==> src/tpg_pkg.sv <==
`default_nettype none
package tpg_pkg;

    typedef enum logic [3:0] {
        ST_IDLE,
        ST_DIV_TACC,
        ST_DACC,
        ST_TCR_START,
        ST_DIV_TCR,
        ST_PHASE,
        ST_MUL_H,
        ST_MUL_V1,
        ST_MUL_V2,
        ST_FINISH,
        ST_OUT
    } tpg_state_t;

    localparam logic [2:0] REG_START  = 3'd0;
    localparam logic [2:0] REG_TARGET = 3'd1;
    localparam logic [2:0] REG_SPEED  = 3'd2;
    localparam logic [2:0] REG_ACCEL  = 3'd3;
    localparam logic [2:0] REG_TSTEP  = 3'd4;
    localparam logic [2:0] REG_TRI    = 3'd5;

    localparam logic [31:0] TMAX = 32'hFFFF_FFFF;

    typedef struct packed {
        logic        start;
        logic [63:0] dividend;
        logic [31:0] divisor;
    } tpg_div_req_t;

endpackage
`default_nettype wire

==> src/tpg_divider.sv <==
`default_nettype none
module tpg_divider
    import tpg_pkg::*;
(
    input  wire logic         aclk,
    input  wire logic         aresetn,
    input  wire tpg_div_req_t req,
    output logic              busy,
    output logic [31:0]       quotient
);

    logic [63:0] quo_reg, quo_next;
    logic [32:0] rem_reg, rem_next;
    logic [31:0] dsr_reg, dsr_next;
    logic [6:0]  cnt_reg, cnt_next;
    logic        busy_reg, busy_next;
    logic        ovf_reg, ovf_next;
    logic [32:0] trial;
    logic [32:0] shifted;

    always_comb begin
        quo_next  = quo_reg;
        rem_next  = rem_reg;
        dsr_next  = dsr_reg;
        cnt_next  = cnt_reg;
        busy_next = busy_reg;
        ovf_next  = ovf_reg;
        shifted   = {rem_reg[31:0], quo_reg[63]};
        trial     = shifted - {1'b0, dsr_reg};
        if (req.start) begin
            quo_next  = req.dividend;
            rem_next  = '0;
            dsr_next  = req.divisor;
            cnt_next  = 7'd64;
            busy_next = 1'b1;
            ovf_next  = 1'b0;
        end else if (busy_reg) begin
            if (!trial[32]) begin
                rem_next = trial;
                quo_next = {quo_reg[62:0], 1'b1};
            end else begin
                rem_next = shifted;
                quo_next = {quo_reg[62:0], 1'b0};
            end
            if (cnt_reg > 7'd32 && quo_next[0]) begin
                ovf_next = 1'b1;
            end
            cnt_next = cnt_reg - 7'd1;
            if (cnt_reg == 7'd1) begin
                busy_next = 1'b0;
            end
        end
    end

    always_ff @(posedge aclk) begin
        if (!aresetn) begin
            busy_reg <= 1'b0;
            cnt_reg  <= '0;
            ovf_reg  <= 1'b0;
        end else begin
            busy_reg <= busy_next;
            cnt_reg  <= cnt_next;
            ovf_reg  <= ovf_next;
        end
        quo_reg <= quo_next;
        rem_reg <= rem_next;
        dsr_reg <= dsr_next;
    end

    assign busy     = busy_reg;
    assign quotient = (ovf_reg || dsr_reg == 32'd0) ? TMAX : quo_reg[31:0];

    assert property (@(posedge aclk) disable iff (!aresetn)
        req.start |=> busy)
        else $error("divider did not start");
    assert property (@(posedge aclk) disable iff (!aresetn)
        busy |-> cnt_reg != 7'd0)
        else $error("divider busy with empty count");
    assert property (@(posedge aclk) disable iff (!aresetn)
        !busy && !req.start |=> !busy)
        else $error("divider became busy unprompted");

endmodule
`default_nettype wire

==> config.mk <==
export PLATFORM = sky130hd
export DESIGN_NAME = tpg_divider
export DESIGN_NICKNAME = d
export VERILOG_FILES = /design/src/tpg_pkg.sv /design/src/tpg_divider.sv
export SDC_FILE = /design/constraint.sdc
export NUM_CORES = 1
export LEC_CHECK = 0
export BUFFER_PORTS_ARGS = -buffer_cell sky130_fd_sc_hd__buf_2
export CORE_ASPECT_RATIO = 1.5
export CORE_UTILIZATION = 45
export CTS_BUF_LIST = sky130_fd_sc_hd__clkbuf_4 sky130_fd_sc_hd__clkbuf_8
export DETAILED_ROUTE_END_ITERATION = 6
export GPL_TIMING_DRIVEN = 0
export HOLD_SLACK_MARGIN = 0.03
export PLACE_DENSITY = 0.66
export RECOVER_POWER = 25
export SLEW_MARGIN = 5
export SYNTH_ARGS = -nofsm -noshare
export SYNTH_HDL_FRONTEND = slang
export SYNTH_SLANG_ARGS = --single-unit
==> constraint.sdc <==
create_clock -name aclk -period 5.1 [get_ports aclk]
set_input_delay 0.255 -clock aclk [delete_from_list [all_inputs] [get_ports aclk]]
set_output_delay 0.255 -clock aclk [all_outputs]
set_load 0.03 [all_outputs]
==> metrics <==
critical path fanouts, max=10; Max-slew headroom=-43.4%; pwr dens=345 nW/um^2; post-layout util=56.4%; Detailed Routing Iterations Pass 1=4; Root Driver=clkbuf_8; Num CTS Buffers=17; critical path, cell by cell=inv_1 > ha_1 > inv_1 > fa_1 > a211oi_1 > o211ai_1 > a21oi_1 > nor2_1 > o21bai_1 > a21oi_1 > a211oi_2 > clkbuf_1 > a21oi_1 > a211oi_1; Post-synth top flop=edfxtp_1; num ports=132; status=finished, violations left; routability cong.=0.893; Resize count post-CTS=0; placed inst area=8430 um^2; share of post-route cells with drive strength above 1=30.4%; setup ws final=1.24 ns; Post-Syn Area=7500 um^2; final setup fails=0; area share of and/or/nand/nor cells after synthesis=11.9%; PortBufs=131; core area=16,300 um^2; max reg flops=64; CTS sink count=137; TNS Setup=0 ns; Post-Synthesis Cells=688; # Max-Cap Violations=1; post-synthesis adder-cell area fraction=6.10%; Skew-Pair Late Insertion Delay=0.46 ns; First DRT Iteration DRCs=301; Crit Path Class=flop to flop; Hold Vio Cnt, Final=0; Final nets=1,006; DIE AREA=17,200 um^2; fin area=9170 um^2; via count=5,908; worst r2r path cells=14; number of global-route vias before repair=6,378; syn avg cell area=10.9 um^2; largest net degree at the start of global routing=65; placement row count=57; Post-DP HPWL=13,600 um; CP required=5.47 ns; ANT cells=0; Chip Height=160 um; largest family of logic cells by synthesized area=compound AO/OA/AOI/OAI gates; DP Worst Slack=1.24 ns; Lkg Pwr=3.96 nW; crit start category=flop; vias per inst=5.42; Layout fillers=1,416; CP max stage delay=0.51 ns; FF+latch count, synth=137; total track usage=22.6%; Ys Warns=0; Synth Area in Compound Gates=13.6%; Worst path most repeated cell=a21oi_1; Routed WL per cell=16.8 um; initial antenna violation count=0; FMAX=0.259 GHz; # H-tree levels=4; multiplexer share of the synthesized area=11.7%; Crit. End Element=flop; CTS tree=yes; final worst path period share=75.8%; Slew Viols, Final=37; RSZ-0062 raised after global routing=false; Worst-path clk slew=0.09 ns; Hold Path Depth=2; final wirelength=18,300 um; Overflow after GRT=0; Worst path slowest cell=clkbuf_1; Hold Crit Class=input pin to flop; Synth Area in XOR/XNOR=3.62%; Distinct cells, synth=56; Worst-Margin Slew=2.15 ns; Max IR drop VDD=219 uV; clock buffer depth=2; remaining antenna violation count=0; first-pass GRT wire length=30,200 um; sequential area share after synthesis=49.3%; clock skew=0.0139 ns; Tmin final=3.86 ns; EDFF count, synth=96; number of remaining DRC errors=0; Async SR Flop Fraction=0%; width of the chip=107 um; Synth Net Count=823; failing checks=max-capacitance violations, max-slew violations; WP data arrival=4.23 ns; P&R area growth vs syn=22.2%; initial core utilization=46.2%
placed cells by master (no fill, tap or decap), types with 23 or more instances in the layout:
master and count:
edfxtp_1 96, a21oi_1 48, dlygate4sd3_1 33, or2_2 34, mux2_2 68, buf_2 130
a211oi_1 23, ha_1 35, nand2_1 34, inv_1 45, dfxtp_1 41, clkbuf_1 27
nor2_1 59
through the flow:
step	instances	total power [mW]	hold WS, ns
finish	1090	3.16	0.0888
global placement	1025	2.21	0.432
CTS	1090	3.19	0.0621
detailed placement	1025	2.22	0.433
floorplan	688	1.99	0.354
global route	1090	3.33	0.0734
cell families after synthesis:
logic type,count (synthesis)
flip-flops,137
AND/OR/NAND/NOR,181
buffers and inverters,75
adder cells (fa/ha/maj),36
XOR/XNOR,31
multiplexers,79
AO/OA/AOI/OAI,149
Yosys cell counts, types with 17 or more instances:
cell      count  share of area, %
ha_1         35               5.8
clkbuf_1     25               1.3
edfxtp_1     96                38
inv_1        45               2.3
a211oi_1     23               2.3
nor2_1       59               3.0
dfxtp_1      41                11
or2_2        34               2.8
xnor2_1      17               2.0
mux2_2       68                10
nand2_1      35               1.8
a21oi_1      48               3.2
where the power goes:
| group | leakage (nW) | switching [mW] | internal, mW | total, mW |
|---|---|---|---|---|
| logic | 2.45 | 0.481 | 0.362 | 0.843 |
| clock network | 0.215 | 0.484 | 0.457 | 0.941 |
| registers | 1.29 | 0.0632 | 1.32 | 1.38 |
path summary, 6_finish.rpt:
kind	from	to	slack (ns)
worst max-delay path	quo_reg[63]	rem_reg[6]	1.24
worst min-delay path	req[85]	quo_reg[53]	0.09
worst max register to register	quo_reg[63]	rem_reg[6]	1.24
worst min register to register	ovf_reg	ovf_reg	0.47
critical path, delay by kind of cell, from the launching register on:
kind	cells	cell delay, ns
flops	1	0.36
fa+ha+maj	2	0.59
buf+inv	3	0.65
simple gates	1	0.13
compound gates	8	2.03
timing repair:
action	4_1_cts	5_1_grt
setup buffers	0	0
endpoints found under the hold margin	33	0
hold buffers	33	0
per-layer routing:
metal | GRT usage, % | vias to the layer above | wire (um)
li1 | - | 2895 | -
met1 | 24.0 | 2788 | 7070
met2 | 40.9 | 184 | 9540
met3 | 5.76 | 41 | 1050
met4 | 11.2 | 0 | 629
met5 | 0 | - | 0
layout make-up:
class / instances / area [um^2] / share of cell area (%)
timing repair buffer: 164 / 983 / 10.7
buffer: 29 / 110 / 1.20
clock buffer: 17 / 234 / 2.55
sequential: 137 / 3700 / 40.4
tap: 206 / 258 / 2.81
inverter: 46 / 173 / 1.88
multi-input combinational: 476 / 3530 / 38.4
clock inverter: 15 / 183 / 1.99
Note: power is estimated with default switching activity, not from simulation.
